### config.mk
export PLATFORM = sky130hd
export DESIGN_NAME = ptc_drive
export DESIGN_NICKNAME = d
export VERILOG_FILES = /design/src/sv/ptc_pkg.sv /design/src/sv/ptc_drive.sv
export SDC_FILE = /design/constraint.sdc
export NUM_CORES = 1
export LEC_CHECK = 0
export BUFFER_PORTS_ARGS = -buffer_cell sky130_fd_sc_hd__buf_2
export CAP_MARGIN = 20
export CORE_MARGIN = 1
export CORE_UTILIZATION = 54
export CTS_BUF_LIST = sky130_fd_sc_hd__clkbuf_16
export DETAILED_ROUTE_END_ITERATION = 8
export GPL_TIMING_DRIVEN = 0
export HOLD_SLACK_MARGIN = 0.12
export PLACE_DENSITY = 0.93
export SLEW_MARGIN = 20
export SYNTH_ARGS = -nofsm -noshare
export SYNTH_HDL_FRONTEND = slang
export SYNTH_SLANG_ARGS = --single-unit
### constraint.sdc
create_clock -name clock -period 10.2 [get_ports clock]
set_clock_uncertainty 0.15 [all_clocks]
set_input_delay 0.51 -clock clock [delete_from_list [all_inputs] [get_ports clock]]
set_output_delay 0.51 -clock clock [all_outputs]
set_load 0.01 [all_outputs]
### src/sv/ptc_pkg.sv
// Shared constants, register codes and configuration types of the PID block.
package ptc_pkg;

   localparam int SAMPLE_WIDTH_DEF = 16;
   localparam int GAIN_WIDTH_DEF   = 32;
   localparam int DRIVE_WIDTH      = 32;
   localparam int INTEG_WIDTH      = 32;
   localparam int LIMIT_WIDTH      = 31;
   localparam int CSR_INDEX_WIDTH  = 3;
   localparam int FRAC_SHIFT       = 8;

   localparam logic [DRIVE_WIDTH-1:0] DRIVE_MAX_RESET = 32'h7FFF_FFFF;

   typedef enum logic [CSR_INDEX_WIDTH-1:0] {
      REG_PROP_GAIN    = 3'd0,
      REG_INTEG_GAIN   = 3'd1,
      REG_DERIV_GAIN   = 3'd2,
      REG_INTEG_LIMIT  = 3'd3,
      REG_DRIVE_MAX    = 3'd4,
      REG_DRIVE_MIN    = 3'd5,
      REG_DRIVE_OFFSET = 3'd6
   } reg_index_type;

   typedef struct packed {
      logic [LIMIT_WIDTH-1:0] integ_limit;
      logic [DRIVE_WIDTH-1:0] drive_max;
      logic [DRIVE_WIDTH-1:0] drive_min;
      logic [DRIVE_WIDTH-1:0] drive_offset;
   } drive_cfg_type;

endpackage

### src/sv/ptc_drive.sv
// Output stage: clamps the drive to its bounds and holds it for the result transfer.
module ptc_drive
   import ptc_pkg::*;
#(
   parameter int TRUNC_WIDTH = GAIN_WIDTH_DEF + INTEG_WIDTH + SAMPLE_WIDTH_DEF + 2 - FRAC_SHIFT
) (
   input  logic                          clock,
   input  logic                          reset,
   input  logic                          in_valid,
   output logic                          in_ready,
   input  logic signed [TRUNC_WIDTH-1:0] sum,
   input  logic [DRIVE_WIDTH-1:0]        drive_max,
   input  logic [DRIVE_WIDTH-1:0]        drive_min,
   output logic                          rsp_tvalid,
   input  logic                          rsp_tready,
   output logic [DRIVE_WIDTH-1:0]        rsp_tdata
);

   logic                          valid_ff;
   logic [DRIVE_WIDTH-1:0]        data_ff, data_in;
   logic signed [TRUNC_WIDTH-1:0] max_ext, min_ext, capped, raised;

   assign in_ready = !valid_ff || rsp_tready;

   // upper bound first, then lower bound, so min wins when the bounds cross
   always_comb begin
      max_ext = $signed({{(TRUNC_WIDTH-DRIVE_WIDTH){drive_max[DRIVE_WIDTH-1]}}, drive_max});
      min_ext = $signed({{(TRUNC_WIDTH-DRIVE_WIDTH){drive_min[DRIVE_WIDTH-1]}}, drive_min});
      capped  = (sum > max_ext) ? max_ext : sum;
      raised  = (capped < min_ext) ? min_ext : capped;
      data_in = raised[DRIVE_WIDTH-1:0];
   end

   always_ff @(posedge clock) begin
      if (reset) begin
         valid_ff <= 1'b0;
      end else if (in_ready) begin
         valid_ff <= in_valid;
      end
   end

   always_ff @(posedge clock) begin
      if (in_valid && in_ready) begin
         data_ff <= data_in;
      end
   end

   assign rsp_tvalid = valid_ff;
   assign rsp_tdata  = data_ff;

`ifndef ASSERT_OFF
   drive_within_bounds: assert property (@(posedge clock) disable iff (reset)
      valid_ff |-> ($signed(data_ff) >= $signed(drive_min))
                && (($signed(data_ff) <= $signed(drive_max)) || (data_ff == drive_min)))
      else $error("drive outside its bounds");
`endif

endmodule

Word-level counts from Yosys, hierarchy flattened

Cells that the tools add are included.

Mux-type cells: 2
Magnitude comparators: 2
Reduce and logical (&&, ||, !) cells: 3

Operator list:

| kind                                            | count |
|---|---|
| 74-bit by 32-bit > comparator with 1-bit output | 1 |
| 74-bit by 32-bit < comparator with 1-bit output | 1 |
| 74-bit two-way mux                              | 1 |
| 32-bit two-way mux                              | 1 |
| 1-bit logical AND                               | 1 |
| 1-bit logical NOT                               | 1 |
| 1-bit logical OR                                | 1 |

Register bits after elaboration: 33
Input bits: 142
Output and inout bits: 34

Logic depth before layout (Yosys ltp)

Depth after elaboration: 4
Gate-level depth with buffers: 25
Mapped depth without buffers: 21

Worst setup path before layout

No wires, ideal clock.

Path kind: input to register
Start: input drive_max[31]
End: register data_ff[10], in the netlist rsp_tdata[10] (data pin)
Data arrival time: 6.819 ns
Setup slack: 2.971 ns
Required time: 9.790 ns
Path buffers: 4
Stages: 25
Cells stage by stage: inv_1 ha_1 a211oi_1 nor2_1 a2111oi_2 o31ai_1 a2111oi_4 mux2_2 nand3_1 buf_2 buf_6 nor2_2 buf_2 a21o_1 ha_1 a2111oi_2 o21ai_1 a221o_1 a221oi_2 o221ai_1 or4_4 nor3_2 a31oi_2 buf_6 mux2_4

Word-level cells in the longest chain between the ends: 4

Ends and longest elaborated chain:

| what                                            | line            | text |
|---|---|---|
| start: declaration                              | ptc_drive.sv:12 | `input logic [DRIVE_WIDTH-1:0] drive_max,` |
| 74-bit by 32-bit > comparator with 1-bit output | ptc_drive.sv:29 | `capped = (sum > max_ext) ? max_ext : sum;` |
| 74-bit two-way mux *                            | ptc_drive.sv:29 |  |
| 74-bit by 32-bit < comparator with 1-bit output | ptc_drive.sv:30 | `raised = (capped < min_ext) ? min_ext : capped;` |
| 32-bit two-way mux *                            | ptc_drive.sv:30 |  |
| named net raised[10]                            | ptc_drive.sv:21 | `logic signed [TRUNC_WIDTH-1:0] max_ext, min_ext, capped, raised;` |
| end signal: assignment                          | ptc_drive.sv:44 | `data_ff <= data_in;` |
| end: declaration                                | ptc_drive.sv:20 | `logic [DRIVE_WIDTH-1:0] data_ff, data_in;` |

Mark *: on every way through the listed nets, which the timed path passes. The rest lies on a longest branch.
A chain may end at the register's enable or synchronous reset.

Worst setup path after layout

Start: input drive_max[31]
End: register data_ff[3], in the netlist rsp_tdata[3] (data pin)

The elaborated chain is that of the path after synthesis.

==> impl_metrics.env <==
export IMPL_status="complete, no violations"
export IMPL_fmax_mhz=130
export IMPL_hold_path_class="input port to flip-flop"
export IMPL_worst_endpoint_required_ns=10.08
export IMPL_cts_htree_levels=2
export IMPL_cp_arrival_ns=7.56
export IMPL_drc_errors=0
export IMPL_area_growth_pct=21.0
export IMPL_antenna_cells=0
export IMPL_final_common_cell="buf_2"
export IMPL_firstDrtPassIters=6
export IMPL_path_max_fanout=44
export IMPL_nNetsFinal=1081
export IMPL_core_area_sq_um=10300
export IMPL_maxCapViolCount=0
export IMPL_grt_pass1_vias=5335
export IMPL_rows=37
export IMPL_synth_net_count=899
export IMPL_period_minus_slack_ns=7.68
export IMPL_final_cells=929
export IMPL_critPathLaunchType="input port"
export IMPL_timing_setup_tns_ns=0
export IMPL_vias=5484
export IMPL_clock_latency_ns=0.28
export IMPL_cts_buffers=5
export IMPL_grt_max_degree=45
export IMPL_dp_cells=921
export IMPL_power_density_nw_per_um2=122
export IMPL_p_leak_nw=3.86
export IMPL_synthCells=610
export IMPL_setup_viol=0
export IMPL_slowest_delay_ns=0.57
export IMPL_antenna_found_initial=1
export IMPL_fp_dieArea_sq_um=11100
export IMPL_grt_first_pass_wirelength_microns=24600
export IMPL_fin_ws_ns=2.52
export IMPL_drtAntennaViolNets=0
export IMPL_die_w_microns=105
export IMPL_drt_wl_total_microns=15500
export IMPL_synth_seq_cells=33
export IMPL_slew_headroom_pct=43.9
export IMPL_slowest_stage="inv_2"
export IMPL_async_flop_share_pct=0
export IMPL_ys_warn_count=0
export IMPL_grt_overflow_total=0
export IMPL_ctsHoldBuffers=0
export IMPL_slew_violations=0
export IMPL_yosys_most_used_dff="edfxtp_1"
export IMPL_rsz0062_at_grt="no"
export IMPL_layout_common_cells="181 x buf_2, 147 x ha_1, 68 x inv_1"
export IMPL_fin_crit_sh_pct=75.3
export IMPL_synth_yosys_seq_area_share_pct=17.1
export IMPL_io_pin_count=176
export IMPL_gp_congestion=0.908
export IMPL_ctsResizeCount=0
export IMPL_yosysUniqueCellTypes=52
export IMPL_viasPerCell=5.90
export IMPL_dpl_worst_slack_ns=2.32
export IMPL_clock_path_buffers=2
export IMPL_clkSlewWorstSetupHoldPaths_ns=0.06
export IMPL_chipHeight_microns=105
export IMPL_grtUsageTotal_pct=27.9
export IMPL_clock_sinks=33
export IMPL_final_cell_area_sq_um=6960
export IMPL_start_util_pct=55.7
export IMPL_endpoint_kind="flip-flop"
export IMPL_cts_tree="built"
export IMPL_post_cts_buffers=0
export IMPL_synth_edff_count=32
export IMPL_avgRoutedWirePerCell_microns=16.7
export IMPL_dr_first_iter_drc_count=361
export IMPL_avgSynthCellArea_sq_um=9.43
export IMPL_dp_hpwl_microns=12700
export IMPL_ir_drop_mv=0.0721
export IMPL_fillers=789
export IMPL_syn_cell_area_sq_um=5750
export IMPL_io_buffers=175
export IMPL_crit_top_cell="buf_2"
export IMPL_critPathKind="input port to flip-flop"
export IMPL_dpl_cell_area_sq_um=6800
export IMPL_drive_above_1_share_pct=33.4
export IMPL_worst_slew_pin_slew_ns=0.841
export IMPL_clock_root_buffer="clkbuf_16"
export IMPL_finalHoldViolCount=0
-- flip-flops by register name (all words and copies together) (netlist names) --
register / flops
rsp_tdata: 32
rsp_tvalid: 1
-- final cells by class --
cell class | count | area, sq um | share of cell area [%]
plain buffers | 15 | 101 | 1.46
clock buffers | 5 | 125 | 1.80
clock inverters | 3 | 37.5 | 0.539
inverters | 69 | 259 | 3.72
multi-input cells | 493 | 4410 | 63.4
flip-flops and latches | 33 | 981 | 14.1
well taps | 136 | 170 | 2.44
repair buffers | 175 | 876 | 12.6
-- stage by stage --
| step | total power, mW | utilization (%) | hold slack (ns) |
|---|---|---|---|
| 2_1_floorplan | 0.539 | - | 0.429 |
| 3_3_place_gp | 0.652 | 65.8 | 0.342 |
| 3_5_place_dp | 0.673 | 65.8 | 0.380 |
| 4_1_cts | 0.847 | 67.4 | 0.227 |
| 5_1_grt | 0.908 | 67.4 | 0.232 |
| 6_report | 0.852 | 67.4 | 0.225 |
-- layer usage --
| metal | GRT usage [%] | routed length, microns |
|---|---|---|
| met5 | 0 | 13 |
| met4 | 8.95 | 319 |
| met3 | 4.05 | 961 |
| met2 | 52.0 | 7740 |
| met1 | 32.5 | 6430 |
-- cell families after synthesis --
logic type | after synthesis | share of synthesized area, %
flip-flops | 33 | 17.1
multiplexers | 63 | 14.1
AND/OR/NAND/NOR | 116 | 10.7
AO/OA/AOI/OAI | 167 | 19.9
adder cells (fa/ha/maj) | 147 | 32.0
buffers and inverters | 84 | 6.27
-- synthesized netlist by cell type, types with 2 or more instances --
library cell,count,area share (%)
nand4_1,30,3.3
clkbuf_1,4,0.26
buf_6,5,0.98
nand3_1,7,0.61
o21a_1,2,0.26
a211oi_1,6,0.78
inv_1,69,4.5
and3_1,2,0.22
a21o_1,62,8.1
nand2b_1,3,0.33
a31oi_1,3,0.33
a221o_1,2,0.35
o21ai_0,24,2.1
o31ai_1,2,0.26
mux2i_1,2,0.35
nor4_1,2,0.22
o211ai_1,4,0.52
edfxtp_1,32,17
a2111oi_2,2,0.52
mux2_2,33,6.5
buf_2,6,0.52
nor3_1,11,0.96
or4_1,3,0.39
mux2_4,28,7.3
ha_1,147,32
a2bb2oi_1,2,0.30
nor2b_1,3,0.33
nand2_1,28,1.8
and4_1,3,0.46
nor2_1,17,1.1
o211a_1,2,0.35
a21oi_1,44,3.8
-- path summary, 6_finish.rpt --
kind	startpoint	to	slack, ns	cells after the start
worst max-delay path	drive_max[31]	rsp_tdata[3]	2.52	26
worst min-delay path	reset	rsp_tvalid	0.23	2
worst max register to register	rsp_tvalid	rsp_tdata[27]	8.55	2
worst min register to register	rsp_tvalid	rsp_tvalid	0.38	2
-- power breakdown --
| part | leakage, nW | internal (mW) | switching [mW] |
|---|---|---|---|
| clock | 0.0826 | 0.114 | 0.0596 |
| sequential | 0.318 | 0.183 | 0.00702 |
| combinational | 3.46 | 0.244 | 0.246 |
-- worst max-delay path, delay by kind of cell --
| family | cells | cell delay, ns |
|---|---|---|
| mux | 2 | 0.73 |
| simple gates | 8 | 1.68 |
| buf+inv | 6 | 1.69 |
| fa+ha+maj | 2 | 0.69 |
| compound gates | 8 | 2.20 |
Power figures use the tool's default switching activity.
