`config.mk`:
```
export PLATFORM = sky130hd
export DESIGN_NAME = ptc_front
export DESIGN_NICKNAME = d
export VERILOG_FILES = /design/src/sv/ptc_pkg.sv /design/src/sv/ptc_front.sv
export SDC_FILE = /design/constraint.sdc
export NUM_CORES = 1
export LEC_CHECK = 0
export BUFFER_PORTS_ARGS = -buffer_cell sky130_fd_sc_hd__clkbuf_2
export CORE_MARGIN = 2
export CORE_UTILIZATION = 60
export CTS_CLUSTER_SIZE = 12
export DETAILED_ROUTE_END_ITERATION = 10
export GPL_TIMING_DRIVEN = 0
export PLACE_DENSITY = 0.92
export REMOVE_ABC_BUFFERS = 1
export SLEW_MARGIN = 5
export SYNTH_ARGS = -nofsm -noshare
export SYNTH_HDL_FRONTEND = slang
export SYNTH_SLANG_ARGS = --single-unit
```
`constraint.sdc`:
```
create_clock -name clock -period 16.9 [get_ports clock]
set_clock_uncertainty 0.15 [all_clocks]
set_input_delay 5.07 -clock clock [delete_from_list [all_inputs] [get_ports clock]]
set_output_delay 5.07 -clock clock [all_outputs]
set_load 0.005 [all_outputs]
```
`src/sv/ptc_pkg.sv`:
```
// Shared constants, register codes and configuration types of the PID block.
package ptc_pkg;

   localparam int SAMPLE_WIDTH_DEF = 16;
   localparam int GAIN_WIDTH_DEF   = 32;
   localparam int DRIVE_WIDTH      = 32;
   localparam int INTEG_WIDTH      = 32;
   localparam int LIMIT_WIDTH      = 31;
   localparam int CSR_INDEX_WIDTH  = 3;
   localparam int FRAC_SHIFT       = 8;

   localparam logic [DRIVE_WIDTH-1:0] DRIVE_MAX_RESET = 32'h7FFF_FFFF;

   typedef enum logic [CSR_INDEX_WIDTH-1:0] {
      REG_PROP_GAIN    = 3'd0,
      REG_INTEG_GAIN   = 3'd1,
      REG_DERIV_GAIN   = 3'd2,
      REG_INTEG_LIMIT  = 3'd3,
      REG_DRIVE_MAX    = 3'd4,
      REG_DRIVE_MIN    = 3'd5,
      REG_DRIVE_OFFSET = 3'd6
   } reg_index_type;

   typedef struct packed {
      logic [LIMIT_WIDTH-1:0] integ_limit;
      logic [DRIVE_WIDTH-1:0] drive_max;
      logic [DRIVE_WIDTH-1:0] drive_min;
      logic [DRIVE_WIDTH-1:0] drive_offset;
   } drive_cfg_type;

endpackage

```
`src/sv/ptc_front.sv`:
```
// Input stage: error terms, clamped trapezoidal integrator and sample history.
module ptc_front
   import ptc_pkg::*;
#(
   parameter int SAMPLE_WIDTH = SAMPLE_WIDTH_DEF
) (
   input  logic                          clock,
   input  logic                          reset,
   input  logic                          in_valid,
   output logic                          in_ready,
   input  logic [SAMPLE_WIDTH-1:0]       target,
   input  logic [SAMPLE_WIDTH-1:0]       sample,
   input  logic [LIMIT_WIDTH-1:0]        integ_limit,
   output logic                          out_valid,
   input  logic                          out_ready,
   output logic signed [SAMPLE_WIDTH:0]  err,
   output logic signed [SAMPLE_WIDTH:0]  diff,
   output logic signed [INTEG_WIDTH-1:0] integ
);

   localparam int EW = SAMPLE_WIDTH + 1;
   localparam int AW = ((EW > INTEG_WIDTH) ? EW : INTEG_WIDTH) + 1;

   logic                    valid_ff;
   logic [SAMPLE_WIDTH-1:0] last_ff;
   logic [INTEG_WIDTH-1:0]  integ_ff, integ_in;
   logic [EW-1:0]           err_ff, err_in, diff_ff, diff_in, prev_err, half;
   logic [EW:0]             pair;
   logic signed [AW-1:0]    acc, lim_pos, lim_neg, clip;
   logic                    accept;

   assign in_ready = !valid_ff || out_ready;
   assign accept   = in_valid && in_ready;

   always_comb begin
      err_in   = {target[SAMPLE_WIDTH-1], target} - {sample[SAMPLE_WIDTH-1], sample};
      prev_err = {target[SAMPLE_WIDTH-1], target} - {last_ff[SAMPLE_WIDTH-1], last_ff};
      diff_in  = {last_ff[SAMPLE_WIDTH-1], last_ff} - {sample[SAMPLE_WIDTH-1], sample};
      pair     = {err_in[EW-1], err_in} + {prev_err[EW-1], prev_err};
      // dropping the low bit of a two's complement sum rounds toward minus infinity
      half     = pair[EW:1];
      acc      = $signed({{(AW-INTEG_WIDTH){integ_ff[INTEG_WIDTH-1]}}, integ_ff})
               + $signed({{(AW-EW){half[EW-1]}}, half});
      lim_pos  = $signed({{(AW-LIMIT_WIDTH){1'b0}}, integ_limit});
      lim_neg  = -lim_pos;
      if (acc > lim_pos) begin
         clip = lim_pos;
      end else if (acc < lim_neg) begin
         clip = lim_neg;
      end else begin
         clip = acc;
      end
      integ_in = clip[INTEG_WIDTH-1:0];
   end

   // integ_ff is both the integrator state and the payload of this stage:
   // it only changes on a new transfer, which also replaces the held item
   always_ff @(posedge clock) begin
      if (reset) begin
         valid_ff <= 1'b0;
         last_ff  <= '0;
         integ_ff <= '0;
      end else begin
         if (in_ready) begin
            valid_ff <= in_valid;
         end
         if (accept) begin
            last_ff  <= sample;
            integ_ff <= integ_in;
         end
      end
   end

   always_ff @(posedge clock) begin
      if (accept) begin
         err_ff  <= err_in;
         diff_ff <= diff_in;
      end
   end

   assign out_valid = valid_ff;
   assign err       = $signed(err_ff);
   assign diff      = $signed(diff_ff);
   assign integ     = $signed(integ_ff);

`ifndef ASSERT_OFF
   integ_within_limit: assert property (@(posedge clock) disable iff (reset)
      accept |=> ($signed(integ_ff) <= $signed({1'b0, integ_limit}))
              && ($signed(integ_ff) >= -$signed({1'b0, integ_limit})))
      else $error("integrator left its limit after a transfer");
   history_follows_sample: assert property (@(posedge clock) disable iff (reset)
      accept |=> last_ff == $past(sample))
      else $error("sample history not updated by transfer");
`endif

endmodule

```
# == Word-level counts from Yosys, hierarchy flattened ==
# Index checks and enable logic that the tools add are counted.
# word_totals
regBits,83
latch_bits,0
ram_bits,0
rom_bits,0
inputBits,67
memories,0
# classes
add_sub_neg,6
n_mul,0
div_mod_pow,0
n_lt_le_gt_ge,2
eq_ne,0
shifts,0
mux,2
bitwise,0
n_reduce_logical,3
# op_table
op,count
32-bit 2-to-1 mux,2
16-bit by 16-bit subtractor with 17-bit output,3
32-bit by 17-bit adder with 33-bit output,1
33-bit by 32-bit > comparator with 1-bit output,1
33-bit < comparator,1
31-bit negation with 33-bit output,1
17-bit by 17-bit adder with 18-bit output,1
1-bit logical AND,1
1-bit logical NOT,1
1-bit logical OR,1

# == Longest topological paths before layout ==
# logic_depth
word_depth,6
depth_mapped,47
ltp_nobuf,46

# == Least setup slack after synthesis ==
# No wires, ideal clock.
# synth_path
kind,input port to flip-flop
start,input port target[0]
end,"register integ_ff[15], in the netlist integ[15]"
arrival_time_ns,13.549
required_time_ns,16.647
setup_slack_ns,3.098
cell_stages,46
path_buffers,1
cell_sequence,inv_1 > ha_1 > inv_1 > fa_1 > a21o_1 > a21oi_1 > o21ai_0 > a21oi_1 > o21bai_1 > a21oi_1 > o21bai_1 > a2111o_1 > nand2_1 > o21ai_0 > a211o_1 > fa_1 > inv_1 > ha_1 > [10 not listed] > a21o_1 > nand3_1 > and3_1 > nor2_1 > nor2_1 > o311ai_0 > xor2_1 > ha_1 > and2_1 > nand4_1 > nor2_1 > o211ai_1 > mux2i_1 > a221oi_2 > or3_4 > buf_6 > o211a_1 > a2111oi_2
# synth_via
elab_chain_len,6
elab_cells_between_ends,8
# synth_rtl
element,line_no,rtl
start: declaration,ptc_front.sv:11,"input logic [SAMPLE_WIDTH-1:0] target,"
16-bit by 16-bit subtractor with 17-bit output (on tied branches),"ptc_front.sv:36, ptc_front.sv:37",
17-bit by 17-bit adder with 18-bit output *,ptc_front.sv:39,"pair = {err_in[EW-1], err_in} + {prev_err[EW-1], prev_err};"
32-bit by 17-bit adder with 33-bit output *,ptc_front.sv:43,"+ $signed({{(AW-EW){half[EW-1]}}, half});"
33-bit < comparator,ptc_front.sv:48,end else if (acc < lim_neg) begin
32-bit 2-to-1 mux,ptc_front.sv:48,
32-bit 2-to-1 mux *,ptc_front.sv:46,if (acc > lim_pos) begin
end signal: assignment,ptc_front.sv:69,integ_ff <= integ_in;
end: declaration,ptc_front.sv:26,"logic [INTEG_WIDTH-1:0] integ_ff, integ_in;"
# Every way passes the cells marked *; elsewhere a longest branch is shown, timed or not.
# A chain may end at the register's enable or synchronous reset.

# == Worst setup path in the final report ==
# Ends and elaborated chain as after synthesis.

==> flow_metrics.tcl <==
set metrics [dict create \
    dpl_worst_slack_ns 1.69 \
    synth-edff-count 34 \
    fmax_mhz 65.7 \
    slew_headroom_pct 15.1 \
    cap_viol_max_count 0 \
    drc 0 \
    fp.dieH_um 133 \
    ctsResizeCount 0 \
    cts_tree "done" \
    cts.htree.levels 3 \
    worstMarginPinSlew_ns 1.27 \
    place_hpwl_um 21200 \
    synth.yosys.seq_area_share_pct 20.2 \
    layout-drive-gt1-share_pct 14.7 \
    antenna_found_initial 0 \
    r2r_cells 36 \
    cts_buffer_depth 2 \
    postSynthCellCount 1231 \
    holdPathEnd "last_ff[1]" \
    slew_viol_final 0 \
    wirelength_um 27900 \
    synth_ff_type "dfxtp_1" \
    final_cell_mix "inv_1, ha_1, clkbuf_2" \
    ctsHoldBuffers 0 \
    vias 9745 \
    cts_num_sinks 83 \
    root_buffer "clkbuf_16" \
    regArea_um2 2000 \
    r2r-start "last_ff[1]" \
    post-route-min-period_ns 15.21 \
    wire_per_inst_um 17.8 \
    clk_pin_slew_worst_paths_ns 0.07 \
    grt_setup_unrepaired "no" \
    fp.coreArea_um2 16000 \
    synth_warnings 0 \
    timing.final.ws_setup_ns 1.69 \
    final_antenna_net_count 0 \
    cts_inserted_buffers 9 \
    insertion_delay_ns 0.36 \
    grt_pass1_vias 9675 \
    postCtsSetupRepairBufs 0 \
    critPathTopFamily "compound AO/OA/AOI/OAI gates" \
    n_antenna_cell 0 \
    ios 135 \
    worstPathRequired_ns 17.00 \
    syn_to_final_growth_pct 12.1 \
    cp-end-kind "flip-flop" \
    dieArea_um2 17600 \
    multi_input_area_um2 7240 \
    finalSetupViolations 0 \
    io_buffers 134 \
    initial_core_util_pct 61.9 \
    min_from "last_ff[1]" \
    regToRegEndpoint "integ[15]" \
    final_nets 1577 \
    grt_max_degree 41 \
    finalHoldViolCount 0 \
    dieWidth_um 133 \
    startpoint "target[0]" \
    hold_depth 2 \
    avgViaCountPerCell 6.21 \
    ys_async_sr_fraction_pct 0 \
    rows 46 \
    finalNonFillerCells 1569 \
    finalCritPeriodShare_pct 90.0 \
    place_congestion 1.01 \
    syn_area_um2 9910 \
    slowest_stage "o21a_1" \
    cp_slowest_stage_delay_ns 0.88 \
    dp_cells 1553 \
    setup_tns_ns 0 \
    avgSynthCellArea_um2 8.05 \
    cp.buffers_inverters 5 \
    firstDrtPassIters 6 \
    synth-seq-cells 83 \
    path_max_fanout 24 \
    cp.arrival_ns 15.31 \
    final_common_cell "inv_1" \
    cp-start-kind "primary input" \
    reg2reg_slack_ns 7.26 \
    grt_use_total_pct 31.5 \
    status "finished, final reports clean" \
    ys_types 90 \
    min_path_type "flip-flop to flip-flop" \
    overflow 0 \
    grt_pass1_wl_um 45100 \
    drt_iter0_markers 774 \
    critical_path_class "primary input to flip-flop" \
    nFillCells 1256 \
]
-- cell type report --
type,count,area share (%)
multi-input cells,971,65.2
flip-flops and latches,83,18.0
repair buffers,138,6.78
inverters,145,4.90
well taps,216,2.43
clock buffers,9,2.03
clock inverters,7,0.676
-- synth_stat cells (all sizes together) (5+ instances only) --
master | count | share of area, %
a2111oi | 5 | 0.69
a211o | 7 | 0.62
a211oi | 26 | 2.1
a21boi | 7 | 0.53
a21o | 30 | 2.3
a21oi | 114 | 5.9
a31oi | 7 | 0.44
and2 | 10 | 0.66
and3 | 10 | 0.63
buf | 16 | 0.83
clkbuf | 16 | 0.61
dfxtp | 49 | 9.9
edfxtp | 34 | 10
fa | 20 | 4.0
ha | 142 | 18
inv | 145 | 5.5
nand2 | 93 | 3.5
nand2b | 13 | 0.82
nand3 | 49 | 2.5
nand4 | 7 | 0.44
nor2 | 79 | 3.1
nor2b | 11 | 0.77
nor3 | 33 | 1.9
nor4 | 9 | 0.63
o211ai | 17 | 1.5
o21a | 18 | 1.4
o21ai | 86 | 4.5
o21bai | 9 | 0.68
o31ai | 6 | 0.45
or3 | 17 | 1.1
xnor2 | 71 | 6.3
xor2 | 16 | 1.4
-- sequential cells by signal, indices dropped and copies added, names as in the netlist --
name and cells:
out_valid 1, last_ff 16, err 17, diff 17, integ 32
-- per-stage QoR --
| step | utilization (%) | instance area (um^2) | hold WS (ns) |
|---|---|---|---|
| detailed placement | 67.5 | 10800 | 0.324 |
| global placement | 66.9 | 10700 | 0.315 |
| global route | 69.4 | 11100 | 0.355 |
| CTS | 69.4 | 11100 | 0.332 |
| floorplan | - | 9770 | 0.297 |
| finish | 69.4 | 11100 | 0.329 |
-- worst min-delay path, stage by stage, from the launching register on --
cell     delay (ns)
dfxtp_1        0.32
nand2_1        0.06
a21oi_1        0.05
-- layer usage --
| layer | vias to the layer above | wire, um | global-route usage, % | part of all wire, % |
|---|---|---|---|---|
| met1 | 4482 | 11000 | 38.1 | 39 |
| met2 | 495 | 13500 | 55.3 | 49 |
| met4 | 0 | 1060 | 16.1 | 3.8 |
| met5 | - | 0 | 0 | 0 |
| li1 | 4668 | - | - | - |
| met3 | 100 | 2300 | 3.64 | 8.2 |
-- kinds of logic (layout without fill, tap and decap cells) --
family	Yosys count	after routing	synth area share [%]
multiplexers	6	6	0.631
AO/OA/AOI/OAI	370	370	25.1
AND/OR/NAND/NOR	343	343	17.2
flip-flops	83	83	20.2
XOR/XNOR	87	87	7.69
buffers and inverters	177	299	6.93
adder cells (fa/ha/maj)	165	165	22.3
-- worst max-delay path by stage --
stage                 to  slack [ns]  cells past startpoint
3_5_place_dp   integ[15]        1.69                     46
6_report       integ[15]        1.69                     46
3_3_place_gp    integ[3]        0.26                     45
4_1_cts        integ[15]        1.95                     45
5_1_grt        integ[15]        1.11                     45
2_1_floorplan   integ[3]        2.53                     45
Power is left out: the tool's default activity adds up to more than one toggle a clock period on the data nets, which glitch-free logic cannot reach.
