## src/sv/ptc_pkg.sv

```systemverilog
// Shared constants, register codes and configuration types of the PID block.
package ptc_pkg;

   localparam int SAMPLE_WIDTH_DEF = 16;
   localparam int GAIN_WIDTH_DEF   = 32;
   localparam int DRIVE_WIDTH      = 32;
   localparam int INTEG_WIDTH      = 32;
   localparam int LIMIT_WIDTH      = 31;
   localparam int CSR_INDEX_WIDTH  = 3;
   localparam int FRAC_SHIFT       = 8;

   localparam logic [DRIVE_WIDTH-1:0] DRIVE_MAX_RESET = 32'h7FFF_FFFF;

   typedef enum logic [CSR_INDEX_WIDTH-1:0] {
      REG_PROP_GAIN    = 3'd0,
      REG_INTEG_GAIN   = 3'd1,
      REG_DERIV_GAIN   = 3'd2,
      REG_INTEG_LIMIT  = 3'd3,
      REG_DRIVE_MAX    = 3'd4,
      REG_DRIVE_MIN    = 3'd5,
      REG_DRIVE_OFFSET = 3'd6
   } reg_index_type;

   typedef struct packed {
      logic [LIMIT_WIDTH-1:0] integ_limit;
      logic [DRIVE_WIDTH-1:0] drive_max;
      logic [DRIVE_WIDTH-1:0] drive_min;
      logic [DRIVE_WIDTH-1:0] drive_offset;
   } drive_cfg_type;

endpackage

```

## src/sv/ptc_csr.sv

```systemverilog
// Configuration registers: gains, integrator limit, drive bounds and offset.
module ptc_csr
   import ptc_pkg::*;
#(
   parameter int GAIN_WIDTH = GAIN_WIDTH_DEF,
   parameter int DATA_WIDTH = DRIVE_WIDTH
) (
   input  logic                       clock,
   input  logic                       reset,
   input  logic                       csr_valid,
   output logic                       csr_ready,
   input  logic [CSR_INDEX_WIDTH-1:0] csr_index,
   input  logic [DATA_WIDTH-1:0]      csr_wdata,
   output logic [GAIN_WIDTH-1:0]      prop_gain,
   output logic [GAIN_WIDTH-1:0]      integ_gain,
   output logic [GAIN_WIDTH-1:0]      deriv_gain,
   output drive_cfg_type              drive_cfg
);

   logic [GAIN_WIDTH-1:0] prop_gain_ff, integ_gain_ff, deriv_gain_ff;
   drive_cfg_type         drive_cfg_ff;

   assign csr_ready = 1'b1;

   always_ff @(posedge clock) begin
      if (reset) begin
         prop_gain_ff              <= '0;
         integ_gain_ff             <= '0;
         deriv_gain_ff             <= '0;
         drive_cfg_ff.integ_limit  <= '0;
         drive_cfg_ff.drive_max    <= DRIVE_MAX_RESET;
         drive_cfg_ff.drive_min    <= '0;
         drive_cfg_ff.drive_offset <= '0;
      end else if (csr_valid) begin
         case (reg_index_type'(csr_index))
            REG_PROP_GAIN:    prop_gain_ff  <= csr_wdata[GAIN_WIDTH-1:0];
            REG_INTEG_GAIN:   integ_gain_ff <= csr_wdata[GAIN_WIDTH-1:0];
            REG_DERIV_GAIN:   deriv_gain_ff <= csr_wdata[GAIN_WIDTH-1:0];
            REG_INTEG_LIMIT:  drive_cfg_ff.integ_limit  <= csr_wdata[LIMIT_WIDTH-1:0];
            REG_DRIVE_MAX:    drive_cfg_ff.drive_max    <= csr_wdata[DRIVE_WIDTH-1:0];
            REG_DRIVE_MIN:    drive_cfg_ff.drive_min    <= csr_wdata[DRIVE_WIDTH-1:0];
            REG_DRIVE_OFFSET: drive_cfg_ff.drive_offset <= csr_wdata[DRIVE_WIDTH-1:0];
            default: ;
         endcase
      end
   end

   assign prop_gain  = prop_gain_ff;
   assign integ_gain = integ_gain_ff;
   assign deriv_gain = deriv_gain_ff;
   assign drive_cfg  = drive_cfg_ff;

endmodule

```

## config.mk

```make
export PLATFORM = sky130hd
export DESIGN_NAME = ptc_csr
export DESIGN_NICKNAME = d
export VERILOG_FILES = /design/src/sv/ptc_pkg.sv /design/src/sv/ptc_csr.sv
export SDC_FILE = /design/constraint.sdc
export NUM_CORES = 1
export LEC_CHECK = 0
export BUFFER_PORTS_ARGS = -buffer_cell sky130_fd_sc_hd__buf_2
export CORE_UTILIZATION = 45
export DETAILED_ROUTE_END_ITERATION = 12
export HOLD_SLACK_MARGIN = 0.06
export PLACE_DENSITY = 0.72
export SETUP_SLACK_MARGIN = 0.1
export SYNTH_ARGS = -nofsm -noshare
export SYNTH_HDL_FRONTEND = slang
export SYNTH_SLANG_ARGS = --single-unit
```

## constraint.sdc

```tcl
create_clock -name clock -period 1.5 [get_ports clock]
set_input_delay 0 -clock clock [delete_from_list [all_inputs] [get_ports clock]]
set_output_delay 0 -clock clock [all_outputs]
set_load 0.01 [all_outputs]
```

# Word level (Yosys, flattened, before mapping)

Cells that the tools add are included.

Bits in registers: 223
Bits in latches: 0
RAM bits: 0
Bits in read-only memories: 0
Input bits: 38
Output and inout port bits: 224
Logic and storage cells: 21
Memories kept: 0

Add/sub/neg operators: 0
$mul: 0
Divide/modulo/power cells: 0
$lt $le $gt $ge: 0
Equal/unequal tests: 6
Shift operators: 0
Mux-type cells: 0
Bitwise gates (word level): 0
Reductions and logical operators: 8

Operators by type and width:

| cell               | count |
|---|---|
| $reduce_and 2->1   | 7 |
| $eq 3x3->1 const B | 3 |
| $eq 3x2->1 const B | 2 |
| $eq 3x1->1 const B | 1 |
| $logic_not 3->1    | 1 |

# Depth between registers and ports, before layout

Gate-level depths: netlist (run 1).

Word-level depth: 2
Gate-level depth with buffers: 6
Mapped depth without buffers: 2

# Worst setup path after synthesis (run 1)

OpenSTA, ideal clock, no wires.

Path type: input-to-reg
Start: in csr_index[1]
End: reg prop_gain_ff[22], in the netlist prop_gain[22]
Library setup time: 124 ps
Arrival: 1032 ps
Required time: 1376 ps
Path slack: 344 ps
Stages: 5
Buffers on the path: 3
Cells stage by stage: buf_2 or4b_4 buf_6 buf_12 mux2i_1

Word-level cells in the longest chain between the ends: 2

Ends and longest elaborated chain:

| element                           | RTL line      | RTL |
|---|---|---|
| start: declaration                | ptc_csr.sv:12 | `input logic [CSR_INDEX_WIDTH-1:0] csr_index,` |
| $logic_not 3->1                   | ptc_csr.sv:35 | `case (reg_index_type'(csr_index))` |
| $reduce_and 2->1 (no source line) | n/a           |  |
| end signal: assignment            | ptc_csr.sv:36 | `REG_PROP_GAIN: prop_gain_ff <= csr_wdata[GAIN_WIDTH-1:0];` |
| end: declaration                  | ptc_csr.sv:20 | `logic [GAIN_WIDTH-1:0] prop_gain_ff, integ_gain_ff, deriv_gain_ff;` |

Every way passes these cells.
A chain may end at the register's enable or synchronous reset.

# Worst setup path after layout (run 1)

Start: in csr_valid
End: reg drive_cfg_ff, in the netlist drive_cfg[66]

Word-level cells in the longest chain between the ends: 1

Ends and longest elaborated chain:

| element                           | RTL line      | RTL |
|---|---|---|
| start: declaration                | ptc_csr.sv:10 | `input logic csr_valid,` |
| $reduce_and 2->1 (no source line) | n/a           |  |
| end: declaration                  | ptc_csr.sv:21 | `drive_cfg_type drive_cfg_ff;` |

Every way passes these cells.

==> flow_summary.toml, run 1 <==
[floorplan]
core_area_um2 = 18900
ios = 262
row_count = 50
die_w_um = 141
die-height_um = 141
start_util_pct = 46.2
die-area_um2 = 20000

[clocking]
cts_tree = "yes"
cts_made_buffers = 24
clk_pin_slew_ns = 0.06
clkSinkCount = 223
clock_latency_ns = 0.50
h-tree-depth = 1
cts_max_path_buffers = 3
cts_root_buf = "clkbuf_16"

[drt]
wirelength_um = 22900
dr.pass1.iters = 4
drtIter0Drc = 273
vias = 6621
ant_nets = 0
viasPerCell = 4.80
drc = 0
wl_per_cell_um = 16.6

[final_layout]
drive_above_1_share_pct = 30.4
fin_nets = 1138
fillers = 1605
mostFrequentLayoutCells = "buf_2, nand2b_1, mux2i_1, dfxtp_1, nor2_1"
areaGrowthSynthToFinish_pct = 35.3
final_common_cell = "buf_2"
finish.utilization_pct = 62.6

[status]
outcome = "finished clean"

[synth]
synth_top_cell_by_area = "dfxtp_1"
synth_area_leaders = "dfxtp_1, mux2i_1, nand2b_1"
synth-seq-cells = 223
synth_nets = 842
synth_compound_area_share_pct = 0
ys_types = 15
synth_xor_area_share_pct = 0
synth-simple-area-share_pct = 19.8
yosys_warnings = 0
avgSynthCellArea_um2 = 10.9
synthMuxAreaShare_pct = 25.6
syn-cell-area_um2 = 8730
synth_fa_ha_area_share_pct = 0
seq_area_frac_synth_pct = 51.1
syn_inst = 804
yosysTopAreaCellShare_pct = 51.1
synth_top_family_by_area = "multiplexers"

[grt]
grt_pass1_wl_um = 35200
grt_pass1_vias = 6535
track_usage_pct = 22.4
antenna_found_initial = 1
grt_overflow = 0
grt_max_degree = 45

[sta]
clock_skew_ns = 0
finalHoldViolCount = 0
final.min_clock_period_ns = 1.33
max_clock_freq_mhz = 751
fin_tns_setup_ns = 0
rsz0062_at_grt = "no"
slew_viol_final = 0
timing.final.crit_share_pct = 88.8
setup_viol = 0

[setup_path]
worstPathRequired_ns = 1.94
end_kind = "register"
worst-setup-path-type = "in2reg"
crit_path_max_incr_delay_ns = 0.60
cp-startpoint = "csr_valid"
start_kind = "input port"
cp_cell_sequence = "buf_2, nor4bb_4, buf_6, mux2i_1, dlygate4sd3_1"
rr_startpoint = "drive_cfg[66]"
worstPathArrival_ns = 1.77
crit_fanout = 11
cp_slowest_cell = "dlygate4sd3_1"

[power_and_ir_drop]
power_density_nw_per_um2 = 1170
leakage_nw = 6.02
ir_worst_vdd_mv = 1.19
power_mw = 13.8

[place]
routabilityCongestion = 0.774
hpwlAfterDp_um = 15400
port_buffers = 260

[worst_hold_path]
holdCritStartpoint = "csr_valid"
holdCritPathClass = "in2reg"

[run]
max-cap-violations = 0
## final cells by class
type	instances	area, µm²	area share, %
multi-input combinational	519	4020	34.0
clock inverter	15	255	2.16
antenna	1	2.50	0.0212
clock buffer	29	651	5.50
sequential	223	4460	37.8
timing repair buffer	332	2100	17.8
tap	260	325	2.75
## through the flow
stage                     hold slack, ns  cell area, µm²  setup slack (ns)  std cells
after CTS                         0.0638           11800             0.202       1377
after global placement             0.269           10500             0.260       1294
after detailed placement           0.280           10500             0.214       1294
after floorplan                    0.167            8730             0.344        804
after global routing              0.0782           11800             0.118       1378
final                             0.0646           11800             0.169       1379
## what timing repair did
item,4_1_cts,5_1_grt
setup endpoints to repair,0,1
endpoints found under the hold margin,223,0
setup buffers,0,0
gates resized for setup,0,4
hold buffers,39,0
## path summary, 6_finish.rpt
| check | end | slack [ns] | cells after the start |
|---|---|---|---|
| setup reg to reg | drive_cfg[66] | 0.29 | 3 |
| hold reg to reg | integ_gain[23] | 0.47 | 2 |
| setup / recovery | drive_cfg[66] | 0.17 | 5 |
| hold / removal | deriv_gain[11] | 0.06 | 3 |
## kinds of logic after synthesis
| logic type | after synthesis |
|---|---|
| multiplexers | 223 |
| AND/OR/NAND/NOR | 295 |
| buffers and inverters | 62 |
| other | 1 |
| flip-flops | 223 |
## where the power goes
group | leakage, nW | switching, mW | internal [mW]
registers | 1.81 | 0.0670 | 6.05
clock network | 0.442 | 2.38 | 4.29
logic | 3.77 | 0.531 | 0.504
## metal layers
| metal | up-vias | share of wire, % | global-route usage, % |
|---|---|---|---|
| met3 | 44 | 7.3 | 6.24 |
| li1 | 3222 | - | - |
| met4 | 0 | 2.9 | 8.35 |
| met5 | - | 0 | 0 |
| met1 | 3135 | 42 | 27.3 |
| met2 | 220 | 48 | 37.5 |
## critical path, delay by kind of cell
family	cells	cell delay, ns
buf+inv	3	1.05
mux	1	0.26
simple gates	1	0.46
## synthesized netlist by cell type, drive strengths merged
library cell  instances
or4b                  1
nor4bb                2
nand2b              224
conb                  1
mux2i               223
dfxtp               223
nand4bb               2
nand4b                3
clkbuf               30
buf                  32
nor4b                 1
nor2                 62
## flip-flops by register name, summed over array words and instances, names as in the netlist
| register | cells |
|---|---|
| deriv_gain | 32 |
| drive_cfg | 127 |
| integ_gain | 32 |
| prop_gain | 32 |
No activity file was read; power rests on OpenSTA's default activity.
==> inputs of run 2 (changes only) <==
--- a/config.mk
+++ b/config.mk
@@ -6,10 +6,11 @@
 export NUM_CORES = 1
 export LEC_CHECK = 0
 export BUFFER_PORTS_ARGS = -buffer_cell sky130_fd_sc_hd__buf_2
-export CORE_UTILIZATION = 45
+export CORE_UTILIZATION = 53
+export CTS_BUF_LIST = sky130_fd_sc_hd__clkbuf_8
 export DETAILED_ROUTE_END_ITERATION = 12
 export HOLD_SLACK_MARGIN = 0.06
-export PLACE_DENSITY = 0.72
+export PLACE_DENSITY = 0.83
 export SETUP_SLACK_MARGIN = 0.1
 export SYNTH_ARGS = -nofsm -noshare
 export SYNTH_HDL_FRONTEND = slang
==> run 2 against run 1 <==
- fmax shrank 2.9%
- clock power shrank 24%
- final cell count shrank 1.5%
- non-clock buffer count grew 11
- sequential cell count is the same
- wire length shrank 0.46%
- final area shrank 1.7%
- combinational power is essentially flat
- worst hold slack gained 0.080 ns
- largest power group is now sequential cells
==> flow_summary.toml, run 2 (synthesis results as in run 1) <==
[final_layout]
fillers = 1153
mostFrequentLayoutCells = "buf_2, nand2b_1, mux2i_1, dfxtp_1, nor2_1"
num_antenna_cells = 0
fin_nets = 1161
final_common_cell = "buf_2"
areaGrowthSynthToFinish_pct = 33.0
largest_register_ffs = 127
drive_above_1_share_pct = 30.2

[floorplan]
core_area_um2 = 16000
die-height_um = 130
die_w_um = 130
row_count = 46
ios = 262
die-area_um2 = 17000
start_util_pct = 54.6

[clocking]
cts_tree = "yes"
clkSinkCount = 223
cts_made_buffers = 36
cts_max_path_buffers = 3
cts_root_buf = "clkbuf_8"
h-tree-depth = 2
clk_pin_slew_ns = 0.06
cts_setup_buffers = 0
clock_latency_ns = 0.49

[drt]
vias = 6822
drtIter0Drc = 282
m1WireLength_um = 9570
top_layer = "met4"
ant_nets = 0
wl_met2_um = 11100
viasPerCell = 5.02
dr.pass1.iters = 5
wirelength_um = 22800
wl_met3_um = 1620
wl_per_cell_um = 16.8
drc = 0

[grt]
grt_max_degree = 40
antenna_found_initial = 0
track_usage_pct = 26.0
grt_pass1_wl_um = 34300
grt_overflow = 0
grt_pass1_vias = 6534

[sta]
finalHoldViolCount = 0
rsz0062_at_grt = "no"
final.min_clock_period_ns = 1.37
clock_skew_ns = 0
timing.final.crit_share_pct = 91.4
slew_viol_final = 0
setup_viol = 0
fin_tns_setup_ns = 0
max_clock_freq_mhz = 730

[setup_path]
start_kind = "input port"
cp_cell_sequence = "dlygate4sd3_1, buf_12, buf_12, nor2_1, dlygate4sd3_1, mux2i_1"
crit_fanout = 39
crit_family = "buffers and inverters"
cp_slowest_cell = "dlygate4sd3_1"
end_kind = "register"
crit_path_max_incr_delay_ns = 0.59
worstPathRequired_ns = 1.92
worstPathArrival_ns = 1.79
worst-setup-path-type = "in2reg"
path_buf_inv = 4

[worst_hold_path]
holdCritPathClass = "in2reg"

[power_and_ir_drop]
leakage_nw = 6.01
power_density_nw_per_um2 = 1050
ir_worst_vdd_mv = 0.773
power_mw = 12.2

[place]
hpwlAfterDp_um = 15300
port_buffers = 260
routabilityCongestion = 0.761

[run]
max-cap-violations = 0

[status]
outcome = "finished clean"
[run 2: worst register-to-register path, cell delays in order (launching register included)]
cell and delay [ns]:
dfxtp_1 0.31, nor2_1 0.09, mux2i_1 0.08, dlygate4sd3_1 0.56
[run 2: cell type report]
type | count | area (µm²) | area share (%)
flip-flops and latches | 223 | 4460 | 38.4
multi-input cells | 519 | 4020 | 34.6
repair buffers | 343 | 2180 | 18.7
clock buffers | 44 | 606 | 5.21
well taps | 216 | 270 | 2.33
clock inverters | 14 | 80.1 | 0.689
[run 2: power by group]
| group | switching, mW | total [mW] | internal, mW |
|---|---|---|---|
| Sequential | 0.0690 | 6.13 | 6.06 |
| Combinational | 0.531 | 1.05 | 0.516 |
| Clock | 2.25 | 5.04 | 2.79 |
[run 2: metal layers]
metal	global-route usage (%)	vias up
li1	-	3274
met1	31.2	3276
met2	44.4	233
met3	6.89	39
met4	10.5	0
met5	0	-
[run 2: stage by stage]
step / cell area, µm² / hold WS, ns / util, % / instances / setup WS [ns]
CTS: 11600 / 0.108 / 72.5 / 1359 / 0.201
floorplan: 8730 / 0.167 / - / 804 / 0.344
finish: 11600 / 0.145 / 72.6 / 1359 / 0.130
global placement: 10400 / 0.270 / 65.1 / 1251 / 0.318
detailed placement: 10400 / 0.285 / 65.1 / 1251 / 0.285
global route: 11600 / 0.144 / 72.6 / 1359 / 0.0936
[run 2: worst paths after layout]
| kind | cells after the start | to | slack [ns] | from |
|---|---|---|---|---|
| worst max-delay path | 6 | drive_cfg[86] | 0.13 | reset |
| worst min-delay path | 4 | drive_cfg[90] | 0.14 | csr_index[0] |
| worst max register to register | 3 | drive_cfg[89] | 0.35 | drive_cfg[89] |
| worst min register to register | 2 | prop_gain[1] | 0.47 | prop_gain[1] |
[run 2: what timing repair did]
item	CTS	global route
hold endpoints to repair	223	0
endpoints found under the setup margin	0	5
hold buffers	50	0
resized for setup	0	2
